## config.mk

```make
export PLATFORM = sky130hd
export DESIGN_NAME = ppp_option_reject_filter
export DESIGN_NICKNAME = d
export VERILOG_FILES = /design/src/hw/rtl/pporf_pkg.sv /design/src/hw/rtl/ppp_option_reject_filter.sv
export SDC_FILE = /design/constraint.sdc
export NUM_CORES = 1
export LEC_CHECK = 0
export BUFFER_PORTS_ARGS = -buffer_cell sky130_fd_sc_hd__buf_2
export CAP_MARGIN = 20
export CORE_ASPECT_RATIO = 0.9
export CORE_UTILIZATION = 60
export CTS_CLUSTER_SIZE = 14
export DETAILED_ROUTE_END_ITERATION = 7
export PLACE_DENSITY = 0.86
export SYNTH_ARGS = -nofsm -noshare
export SYNTH_HDL_FRONTEND = slang
export SYNTH_SLANG_ARGS = --single-unit
```

## constraint.sdc

```tcl
create_clock -name aclk -period 5.1 [get_ports aclk]
set_input_delay 0.51 -clock aclk [delete_from_list [all_inputs] [get_ports aclk]]
set_output_delay 0.51 -clock aclk [all_outputs]
set_load 0.005 [all_outputs]
```

## src/hw/rtl/pporf_pkg.sv

```systemverilog
`timescale 1ns / 1ps

package pporf_pkg;

    localparam int MAX_CODES_DEF        = 16;
    localparam int MAX_OPTION_BYTES_DEF = 1024;

    // The two code list registers hold eight one-byte entries each.
    localparam int CODE_W          = 8;
    localparam int CODES_PER_REG   = 8;
    localparam int CODE_SLOTS      = 16;
    localparam int CFG_DATA_W      = 64;
    localparam int CFG_INDEX_W     = 4;

    localparam int LEN_W           = 11;
    localparam int LEN_SUM_W       = 13;
    localparam int HDR_BYTES       = 4;
    localparam int LEN_MAX         = 2047;
    localparam int MIN_OPT_LEN     = 2;

    localparam logic [CFG_INDEX_W-1:0] REG_CODES_LOW  = CFG_INDEX_W'(0);
    localparam logic [CFG_INDEX_W-1:0] REG_CODES_HIGH = CFG_INDEX_W'(1);

    typedef enum logic [1:0] {
        PHASE_CODE = 2'd0,
        PHASE_LEN  = 2'd1,
        PHASE_BODY = 2'd2
    } phase_t;

endpackage

```

## src/hw/rtl/ppp_option_reject_filter.sv

```systemverilog
`timescale 1ns / 1ps
// Path: an accepted byte passes the input register, then the result register,
// before its result shows on the m_ side.
// Throughput: one byte per cycle while m_ready drains the result register;
// bytes with no result drop at the input register and skip the result register.
// Reset: synchronous, active low; clears the code list, the parse state and
// both valid flags. No clearing pass is needed.
module ppp_option_reject_filter #(
    parameter int MAX_CODES        = pporf_pkg::MAX_CODES_DEF,
    parameter int MAX_OPTION_BYTES = pporf_pkg::MAX_OPTION_BYTES_DEF
) (
    input  logic                                aclk,
    input  logic                                aresetn,

    input  logic                                cfg_valid,
    output logic                                cfg_ready,
    input  logic [pporf_pkg::CFG_INDEX_W-1:0]   cfg_index,
    input  logic [pporf_pkg::CFG_DATA_W-1:0]    cfg_data,

    input  logic                                s_valid,
    output logic                                s_ready,
    input  logic [7:0]                          s_in_byte,
    input  logic                                s_is_last,

    output logic                                m_valid,
    input  logic                                m_ready,
    output logic [7:0]                          m_out_byte,
    output logic                                m_byte_valid,
    output logic                                m_done_res,
    output logic                                m_rejected,
    output logic [pporf_pkg::LEN_W-1:0]         m_reject_length
);

    localparam int COUNT_W = $clog2(MAX_OPTION_BYTES + 1);

    logic [pporf_pkg::CFG_DATA_W-1:0] codes_low_reg;
    logic [pporf_pkg::CFG_DATA_W-1:0] codes_high_reg;
    logic [pporf_pkg::CODE_W-1:0]     code_list [pporf_pkg::CODE_SLOTS];

    logic       in_vld_reg;
    logic [7:0] in_byte_reg;
    logic       in_last_reg;

    pporf_pkg::phase_t phase_reg, phase_next;
    logic [7:0]         rem_reg, rem_next;
    logic               copying_reg, copying_next;
    logic               any_rej_reg, any_rej_next;
    logic [COUNT_W-1:0] count_reg, count_next;

    logic       out_vld_reg;
    logic [7:0] out_byte_reg;
    logic       out_bvld_reg;
    logic       out_done_reg;
    logic       out_rej_reg;
    logic [pporf_pkg::LEN_W-1:0] out_len_reg;

    logic       supported;
    logic       copy;
    logic       code_rej;
    logic       has_result;
    logic       advance;
    logic       load;
    logic [7:0] len_byte;
    logic [pporf_pkg::LEN_SUM_W-1:0] len_sum;
    logic [pporf_pkg::LEN_W-1:0]     len_sat;

    // Configuration
    assign cfg_ready = 1'b1;

    always_ff @(posedge aclk) begin
        if (!aresetn) begin
            codes_low_reg  <= '0;
            codes_high_reg <= '0;
        end else if (cfg_valid) begin
            if (cfg_index == pporf_pkg::REG_CODES_LOW) begin
                codes_low_reg <= cfg_data;
            end else if (cfg_index == pporf_pkg::REG_CODES_HIGH) begin
                codes_high_reg <= cfg_data;
            end
        end
    end

    always_comb begin
        for (int k = 0; k < pporf_pkg::CODES_PER_REG; k++) begin
            code_list[k] = codes_low_reg[k*pporf_pkg::CODE_W +: pporf_pkg::CODE_W];
            code_list[k+pporf_pkg::CODES_PER_REG] =
                codes_high_reg[k*pporf_pkg::CODE_W +: pporf_pkg::CODE_W];
        end
    end

    // The list ends at its first zero entry, so a match only counts while
    // every earlier entry was nonzero. A code of zero therefore never matches.
    always_comb begin
        logic alive;
        alive     = 1'b1;
        supported = 1'b0;
        for (int k = 0; k < MAX_CODES; k++) begin
            if (alive && code_list[k] != '0 && code_list[k] == in_byte_reg) begin
                supported = 1'b1;
            end
            alive = alive && (code_list[k] != '0);
        end
    end

    // Input register
    assign s_ready = !in_vld_reg || advance;

    always_ff @(posedge aclk) begin
        if (!aresetn) begin
            in_vld_reg <= 1'b0;
        end else if (s_ready) begin
            in_vld_reg <= s_valid;
        end
    end

    always_ff @(posedge aclk) begin
        if (s_valid && s_ready) begin
            in_byte_reg <= s_in_byte;
            in_last_reg <= s_is_last;
        end
    end

    // Parse state
    always_ff @(posedge aclk) begin
        if (!aresetn) begin
            phase_reg   <= pporf_pkg::PHASE_CODE;
            rem_reg     <= '0;
            copying_reg <= 1'b0;
            any_rej_reg <= 1'b0;
            count_reg   <= '0;
        end else if (advance) begin
            phase_reg   <= phase_next;
            rem_reg     <= rem_next;
            copying_reg <= copying_next;
            any_rej_reg <= any_rej_next;
            count_reg   <= count_next;
        end
    end

    assign len_byte = (in_byte_reg < 8'(pporf_pkg::MIN_OPT_LEN)) ?
                      8'(pporf_pkg::MIN_OPT_LEN) : in_byte_reg;

    always_comb begin
        phase_next   = phase_reg;
        rem_next     = rem_reg;
        copying_next = copying_reg;
        any_rej_next = any_rej_reg;
        count_next   = count_reg;
        copy         = 1'b0;
        code_rej     = 1'b0;
        case (phase_reg)
            pporf_pkg::PHASE_LEN: begin
                copy       = copying_reg;
                rem_next   = len_byte - 8'(pporf_pkg::MIN_OPT_LEN);
                phase_next = (rem_next != '0) ? pporf_pkg::PHASE_BODY
                                              : pporf_pkg::PHASE_CODE;
            end
            pporf_pkg::PHASE_BODY: begin
                copy = copying_reg;
                if (rem_reg != '0) begin
                    rem_next = rem_reg - 8'd1;
                end
                if (rem_next == '0) begin
                    phase_next = pporf_pkg::PHASE_CODE;
                end
            end
            default: begin
                copying_next = !supported;
                code_rej     = !supported;
                if (!supported) begin
                    any_rej_next = 1'b1;
                end
                copy       = !supported;
                phase_next = pporf_pkg::PHASE_LEN;
            end
        endcase

        // Once the reject body is full, further bytes are dropped uncounted.
        if (copy) begin
            if (count_reg < COUNT_W'(MAX_OPTION_BYTES)) begin
                count_next = count_reg + COUNT_W'(1);
            end else begin
                copy = 1'b0;
            end
        end

        len_sum = pporf_pkg::LEN_SUM_W'(count_next) + pporf_pkg::LEN_SUM_W'(pporf_pkg::HDR_BYTES);
        len_sat = (len_sum > pporf_pkg::LEN_SUM_W'(pporf_pkg::LEN_MAX)) ?
                  pporf_pkg::LEN_W'(pporf_pkg::LEN_MAX) : len_sum[pporf_pkg::LEN_W-1:0];

        if (in_last_reg) begin
            phase_next   = pporf_pkg::PHASE_CODE;
            rem_next     = '0;
            copying_next = 1'b0;
            any_rej_next = 1'b0;
            count_next   = '0;
        end
    end

    // Result register
    assign has_result = copy || in_last_reg;
    assign advance    = in_vld_reg && (!has_result || !out_vld_reg || m_ready);
    assign load       = advance && has_result;

    always_ff @(posedge aclk) begin
        if (!aresetn) begin
            out_vld_reg <= 1'b0;
        end else if (load) begin
            out_vld_reg <= 1'b1;
        end else if (m_ready) begin
            out_vld_reg <= 1'b0;
        end
    end

    always_ff @(posedge aclk) begin
        if (load) begin
            out_byte_reg <= copy ? in_byte_reg : 8'd0;
            out_bvld_reg <= copy;
            out_done_reg <= in_last_reg;
            out_rej_reg  <= in_last_reg && (any_rej_reg || code_rej);
            out_len_reg  <= in_last_reg ? len_sat : '0;
        end
    end

    assign m_valid         = out_vld_reg;
    assign m_out_byte      = out_byte_reg;
    assign m_byte_valid    = out_bvld_reg;
    assign m_done_res      = out_done_reg;
    assign m_rejected      = out_rej_reg;
    assign m_reject_length = out_len_reg;

`ifndef SYNTHESIS
    // A result that does not end the packet exists only to carry a byte.
    a_result_has_cause: assert property (@(posedge aclk) disable iff (!aresetn)
        m_valid && !m_done_res |-> m_byte_valid)
        else $error("result with neither byte nor done");

    a_idle_byte_zero: assert property (@(posedge aclk) disable iff (!aresetn)
        m_valid && !m_byte_valid |-> m_out_byte == 8'd0)
        else $error("out_byte nonzero without byte_valid");

    // Bytes are copied only from rejected options.
    a_no_reject_no_copy: assert property (@(posedge aclk) disable iff (!aresetn)
        m_valid && m_done_res && !m_rejected |->
            m_reject_length == pporf_pkg::LEN_W'(pporf_pkg::HDR_BYTES))
        else $error("bytes counted without a rejected option");

    a_body_has_bytes: assert property (@(posedge aclk) disable iff (!aresetn)
        phase_reg == pporf_pkg::PHASE_BODY |-> rem_reg != 8'd0)
        else $error("body phase with no bytes remaining");

    a_count_bounded: assert property (@(posedge aclk) disable iff (!aresetn)
        count_reg <= COUNT_W'(MAX_OPTION_BYTES))
        else $error("copied count beyond limit");
`endif

endmodule
```

# [Word level (Yosys, flattened, before mapping)]
# Cells that the tools add are included.
[word_totals] reg_bits=184 latch_bits=0 ramBits=0 rom_bits=0 inputBits=82 out_inout_bits=25 elab_cells=157 n_memories=0
[op_classes] addsub=4 mul=0 div_mod_pow=0 magnitude_cmp=3 eq_ne=22 n_shift=0 n_mux=39 n_bitwise=1 reduce_logical=72
[op_table] cell="$reduce_bool A8 Y1" n=18
[op_table] cell="$eq A8 B8 Y1" n=16
[op_table] cell="$mux W11" n=4
[op_table] cell="$logic_and A1 B1 Y1" n=35
[op_table] cell="$mux W8" n=4
[op_table] cell="$mux W1" n=26
[op_table] cell="$pmux W8 S2" n=1
[op_table] cell="$add A11 B3 Y12 const B" n=1
[op_table] cell="$gt A12 B11 Y1 const B" n=1
[op_table] cell="$add A11 B1 Y11 const B" n=1
[op_table] cell="$lt A11 B11 Y1 const B" n=1
[op_table] cell="$logic_not A8 Y1" n=1
[op_table] cell="$lt A8 B2 Y1 const B" n=1
[op_table] cell="$sub A8 B1 Y8 const B" n=1
[op_table] cell="$sub A8 B2 Y8 const B" n=1
[op_table] cell="$mux W2" n=3
[op_table] cell="$reduce_and A2 Y1" n=3
[op_table] cell="$reduce_and A3 Y1" n=2
[op_table] cell="$logic_or A1 B1 Y1" n=5
[op_table] cell="$eq A4 B1 Y1 const B" n=1
[op_table] cell="$logic_not A1 Y1" n=4
[op_table] cell="$logic_not A4 Y1" n=1
[op_table] cell="$pmux W2 S2" n=1
[op_table] cell="$ne A3 B3 Y1 const B" n=1
[op_table] cell="other kinds (8)" n=8

# [Depth between registers and ports, before layout]
[depth] depth_word=28 ltp_mapped=14 depth_no_buf=11

# [Worst setup path before layout]
# No wires, ideal clock.
[synth_timing] path_type="flip-flop to flip-flop" start="register in_byte_reg[1]" end="register out_bvld_reg (netlist: m_byte_valid), enable pin" setup_time_ps=380 arrival_ps=2826 required_time_ps=4720 setup_slack_ps=1894 stages_incl_launch_ff=13 path_buffers=4 synth_period_minus_slack_ps=3206 path_cell_list="edfxtp_1 buf_4 buf_6 xor2_1 nor4_1 nand2_1 o211ai_1 o2111a_1 o41a_1 buf_2 nor2_1 buf_2 o21a_1"
[synth_via] elab_chain_len=27 word_cells_on_any_way=57 cone_classes="16 x eq/ne; 18 x mux; 23 x reduce/logical"
[synth_lines] element="start: declaration" line="ppp_option_reject_filter.sv:41" rtl="logic [7:0] in_byte_reg;"
[synth_lines] element="start signal: assignment" line="ppp_option_reject_filter.sv:118" rtl="in_byte_reg <= s_in_byte;"
[synth_lines] element="$eq A8 B8 Y1" line="ppp_option_reject_filter.sv:98" rtl="if (alive && code_list[k] != '0 && code_list[k] == in_byte_reg) begin"
[synth_lines] element="$logic_and A1 B1 Y1" line="ppp_option_reject_filter.sv:98"
[synth_lines] element="$mux W1 (15 in series)" line="ppp_option_reject_filter.sv:98"
[synth_lines] element="$mux W1 *" line="ppp_option_reject_filter.sv:98"
[synth_lines] element="$logic_not A1 Y1 *" line="ppp_option_reject_filter.sv:173" rtl="copy = !supported;"
[synth_lines] element="$mux W1 *"
[synth_lines] element="$mux W1 *" line="ppp_option_reject_filter.sv:179" rtl="if (copy) begin"
[synth_lines] element="named net copy" line="ppp_option_reject_filter.sv:58" rtl="logic copy;"
[synth_lines] element="$logic_or A1 B1 Y1 *" line="ppp_option_reject_filter.sv:201" rtl="assign has_result = copy || in_last_reg;"
[synth_lines] element="$logic_not A1 Y1" line="ppp_option_reject_filter.sv:202" rtl="assign advance = in_vld_reg && (!has_result || !out_vld_reg || m_ready);"
[synth_lines] element="$logic_or A1 B1 Y1 (2 in series)" line="ppp_option_reject_filter.sv:202"
[synth_lines] element="$logic_and A1 B1 Y1" line="ppp_option_reject_filter.sv:202"
[synth_lines] element="$logic_and A1 B1 Y1 *" line="ppp_option_reject_filter.sv:203" rtl="assign load = advance && has_result;"
[synth_lines] element="named net load" line="ppp_option_reject_filter.sv:62" rtl="logic load;"
[synth_lines] element="end signal: assignment" line="ppp_option_reject_filter.sv:218" rtl="out_bvld_reg <= copy;"
[synth_lines] element="end: declaration" line="ppp_option_reject_filter.sv:52" rtl="logic out_bvld_reg;"
# Mark *: on every way through the listed nets, which the timed path passes. The rest lies on a longest branch.
# A chain may end at the register's enable or synchronous reset.

# [Worst setup path after layout]
[layout_timing] start="register in_byte_reg[1]" end="output s_ready"
[layout_via] elab_chain_len=27 word_cells_on_any_way=57 cone_classes="16 x eq/ne; 18 x mux; 23 x reduce/logical"
[layout_lines] element="$eq A8 B8 Y1" line="ppp_option_reject_filter.sv:98"
[layout_lines] element="$logic_and A1 B1 Y1" line="ppp_option_reject_filter.sv:98"
[layout_lines] element="$mux W1 (15 in series)" line="ppp_option_reject_filter.sv:98"
[layout_lines] element="$mux W1 *" line="ppp_option_reject_filter.sv:98"
[layout_lines] element="$logic_not A1 Y1 *" line="ppp_option_reject_filter.sv:173"
[layout_lines] element="$mux W1 *"
[layout_lines] element="$mux W1 *" line="ppp_option_reject_filter.sv:179"
[layout_lines] element="$logic_or A1 B1 Y1 *" line="ppp_option_reject_filter.sv:201"
[layout_lines] element="$logic_not A1 Y1 *" line="ppp_option_reject_filter.sv:202"
[layout_lines] element="$logic_or A1 B1 Y1 * (2 in series)" line="ppp_option_reject_filter.sv:202"
[layout_lines] element="$logic_and A1 B1 Y1 *" line="ppp_option_reject_filter.sv:202"
[layout_lines] element="$logic_or A1 B1 Y1 *" line="ppp_option_reject_filter.sv:106" rtl="assign s_ready = !in_vld_reg || advance;"
[layout_lines] element="end: declaration" line="ppp_option_reject_filter.sv:21" rtl="output logic s_ready,"
# Every way passes the cells marked *; elsewhere a longest branch is shown, timed or not.

==> flow_metrics.tcl <==
set metrics [dict create \
    place_congestion 0.912 \
    antenna_found_initial 0 \
    rr_startpoint "in_byte_reg[1]" \
    dieArea_um2 16600 \
    slew_headroom 0.218 \
    routed_wl_um 24200 \
    netlist_area_um2 9630 \
    ys_seq_area_frac 0.415 \
    status "completed" \
    detail-route-antenna-nets 0 \
    cap_violations 0 \
    grt_max_degree 76 \
    synthCells 1134 \
    cts_buffers 17 \
    grt_pass1_wl_um 39200 \
    grt-ovfl-total 0 \
    start_util 0.619 \
    async_reset_ff_frac 0 \
    tightest_slew_ns 1.17 \
    drt-initial-drc-count 848 \
    ys_types 62 \
    min_from "s_is_last" \
    cts_sinks 184 \
    r2r_setup_slack_ns 0.81 \
    grt_pass1_vias 7789 \
    syn_to_final_growth_pct 11.8 \
    drv_slew 0 \
    worst_ep_arrival_time_ns 3.87 \
    rsz0062_at_grt "no" \
    placed_cells 1380 \
    synth_top_family_by_area "simple AND/OR/NAND/NOR gates" \
    pin_count 107 \
    h-tree-depth 4 \
    whs_endpoint "in_last_reg" \
    layout_min_cycle_time_ns 4.38 \
    synth.largest_area_cell "dfxtp_1" \
    grtUsageTotal 0.305 \
    yosysWarnings 0 \
    clkSlewWorstSetupHoldPaths_ns 0.07 \
    synth_compound_area_frac 0.160 \
    path_max_fanout 22 \
    synthTopCellsByArea "dfxtp_1, nand2_1, a21boi_0" \
    ir_drop_mv 0.275 \
    firstDrtPassIters 6 \
    clk_latency_ns 0.44 \
    vias 8378 \
    placeableCoreArea_um2 15500 \
    finalClockSkew_ns 0.0111 \
    cts_resized 0 \
    post_cts_buffers 0 \
    setup_tns_ns 0 \
    synth_edf_count 31 \
    whs_path_depth 1 \
    insertedDiodeCount 0 \
    critPathLaunchType "register" \
    fmax_mhz 228 \
    root_buffer "clkbuf_16" \
    synth_xor_area_frac 0.139 \
    rr_endpoint "in_byte_reg[1]" \
    synthMuxAreaShare 0.00728 \
    critical_path_required_ns 4.59 \
    synthDominantCellAreaShare 0.318 \
    std_cell_rows 43 \
    hold_violations 0 \
    hold_buffers 0 \
    min_period_over_period 0.860 \
    synthesis.nets 1223 \
    die_x_um 136 \
    cts_tree "yes" \
    final_nets 1286 \
    path_class "register to primary output" \
    powerDensity_nw_per_um2 299 \
    critPathCaptureType "primary output" \
    die_h_um 122 \
    synthSimpleGateAreaFrac 0.227 \
    numPortBuffers 105 \
    p_leak_nw 4.12 \
    drive_gt1_frac 0.132 \
    post-route-drc-count 0 \
    synthAdderAreaFrac 0.00910 \
    detail_route.wl_per_cell_um 17.1 \
    clk_path_buf_depth 2 \
    ys.flop_type "dfxtp_1" \
    r2r_cells 9 \
    avgSynthCellArea_um2 8.49 \
    routed_via_density 5.94 \
    finalSetupViolations 0 \
    stdcell_count 1411 \
    hold_class "primary input to register" \
    hpwl_um 16600 \
    synth_seq_cells 184 \
]
worst max path at each step:
stage | startpoint | endpoint | slack (ns) | cells after the start
after floorplan | in_byte_reg[1] | m_byte_valid | 1.89 | 12
after global placement | in_byte_reg[1] | in_byte_reg[0] | 1.11 | 10
after detailed placement | in_byte_reg[1] | in_byte_reg[1] | 1.0 | 9
after CTS | in_byte_reg[3] | s_ready | 0.82 | 11
after global routing | in_byte_reg[1] | s_ready | 0.50 | 11
final | in_byte_reg[1] | s_ready | 0.72 | 10
critical path, stage by stage (launching register included):
cell and delay (ns):
edfxtp_1 1.12, xnor2_1 0.23, nand4_1 0.14, o311ai_0 0.51, a21o_1 0.24, o41a_1 0.56
nor2_1 0.12, o21ai_0 0.22, nor2_1 0.10, inv_1 0.07, buf_2 0.10
power breakdown:
| group | internal [mW] | switching, mW |
|---|---|---|
| Clock | 0.814 | 0.560 |
| Sequential | 1.51 | 0.0542 |
| Combinational | 0.127 | 0.153 |
per-stage QoR:
step / util / hold WS, ns / cell area [um2] / total power, mW / setup WS, ns
final: 0.692 / 0.253 / 10800 / 3.22 / 0.716
after global routing: 0.692 / 0.240 / 10800 / 3.33 / 0.503
after CTS: 0.692 / 0.241 / 10800 / 3.23 / 0.817
after detailed placement: 0.653 / 0.479 / 10200 / 1.87 / 0.997
after global placement: 0.653 / 0.465 / 10200 / 1.86 / 1.11
after floorplan: - / 0.424 / 9630 / 1.77 / 1.89
placed cells by master (no fill, tap or decap), types with 3 or more instances in the layout:
master / synthesis / layout
and2_1: 10 / 9
a21o_1: 4 / 4
mux2i_1: 7 / 7
o21a_1: 4 / 4
or3_1: 7 / 7
nand2_1: 304 / 303
xor2_1: 103 / 103
bufinv_16: 0 / 3
nand4_1: 14 / 14
a21boi_0: 134 / 134
nor2b_1: 7 / 7
buf_2: 8 / 105
nor3_1: 19 / 19
nand2b_1: 8 / 7
nor2_1: 37 / 37
inv_1: 11 / 11
buf_4: 7 / 13
edfxtp_1: 31 / 31
inv_6: 0 / 3
o21ai_0: 15 / 15
clkbuf_16: 0 / 18
a31oi_1: 5 / 5
a311oi_1: 3 / 3
a211oi_1: 5 / 5
ha_1: 7 / 7
nor4_1: 56 / 55
a21oi_1: 13 / 13
nand3_1: 13 / 13
xnor2_1: 50 / 50
dfxtp_1: 153 / 153
layout make-up:
| cell class | instances | area, um2 |
|---|---|---|
| Inverter | 11 | 41.3 |
| Clock inverter | 10 | 141 |
| Fill cell | 1221 | 4780 |
| Multi-Input combinational cell | 865 | 5240 |
| Timing Repair Buffer | 118 | 623 |
| Sequential cell | 184 | 3990 |
| Clock buffer | 21 | 472 |
| Tap cell | 202 | 253 |
cells by family (layout without fill, tap and decap cells):
family	count (synthesis)	after routing
simple gates	487	487
compound gates	210	210
flops	184	184
xor+xnor	153	153
buf+inv	85	160
fa+ha+maj	7	7
mux	7	7
other cells	1	1
metal layers:
layer,routed length (um),GRT usage
met4,566,0.114
met1,10600,0.423
met2,11000,0.469
met5,0,0
met3,2040,0.0599
cell usage after synthesis (all sizes together), types with 14 or more instances:
library cell / count
buf: 22
xor2: 103
nand2: 304
nor2: 37
nor3: 20
clkbuf: 52
edfxtp: 31
xnor2: 50
nor4: 57
nand4: 14
a21boi: 135
dfxtp: 153
o21ai: 16
Power figures use the tool's default switching activity.
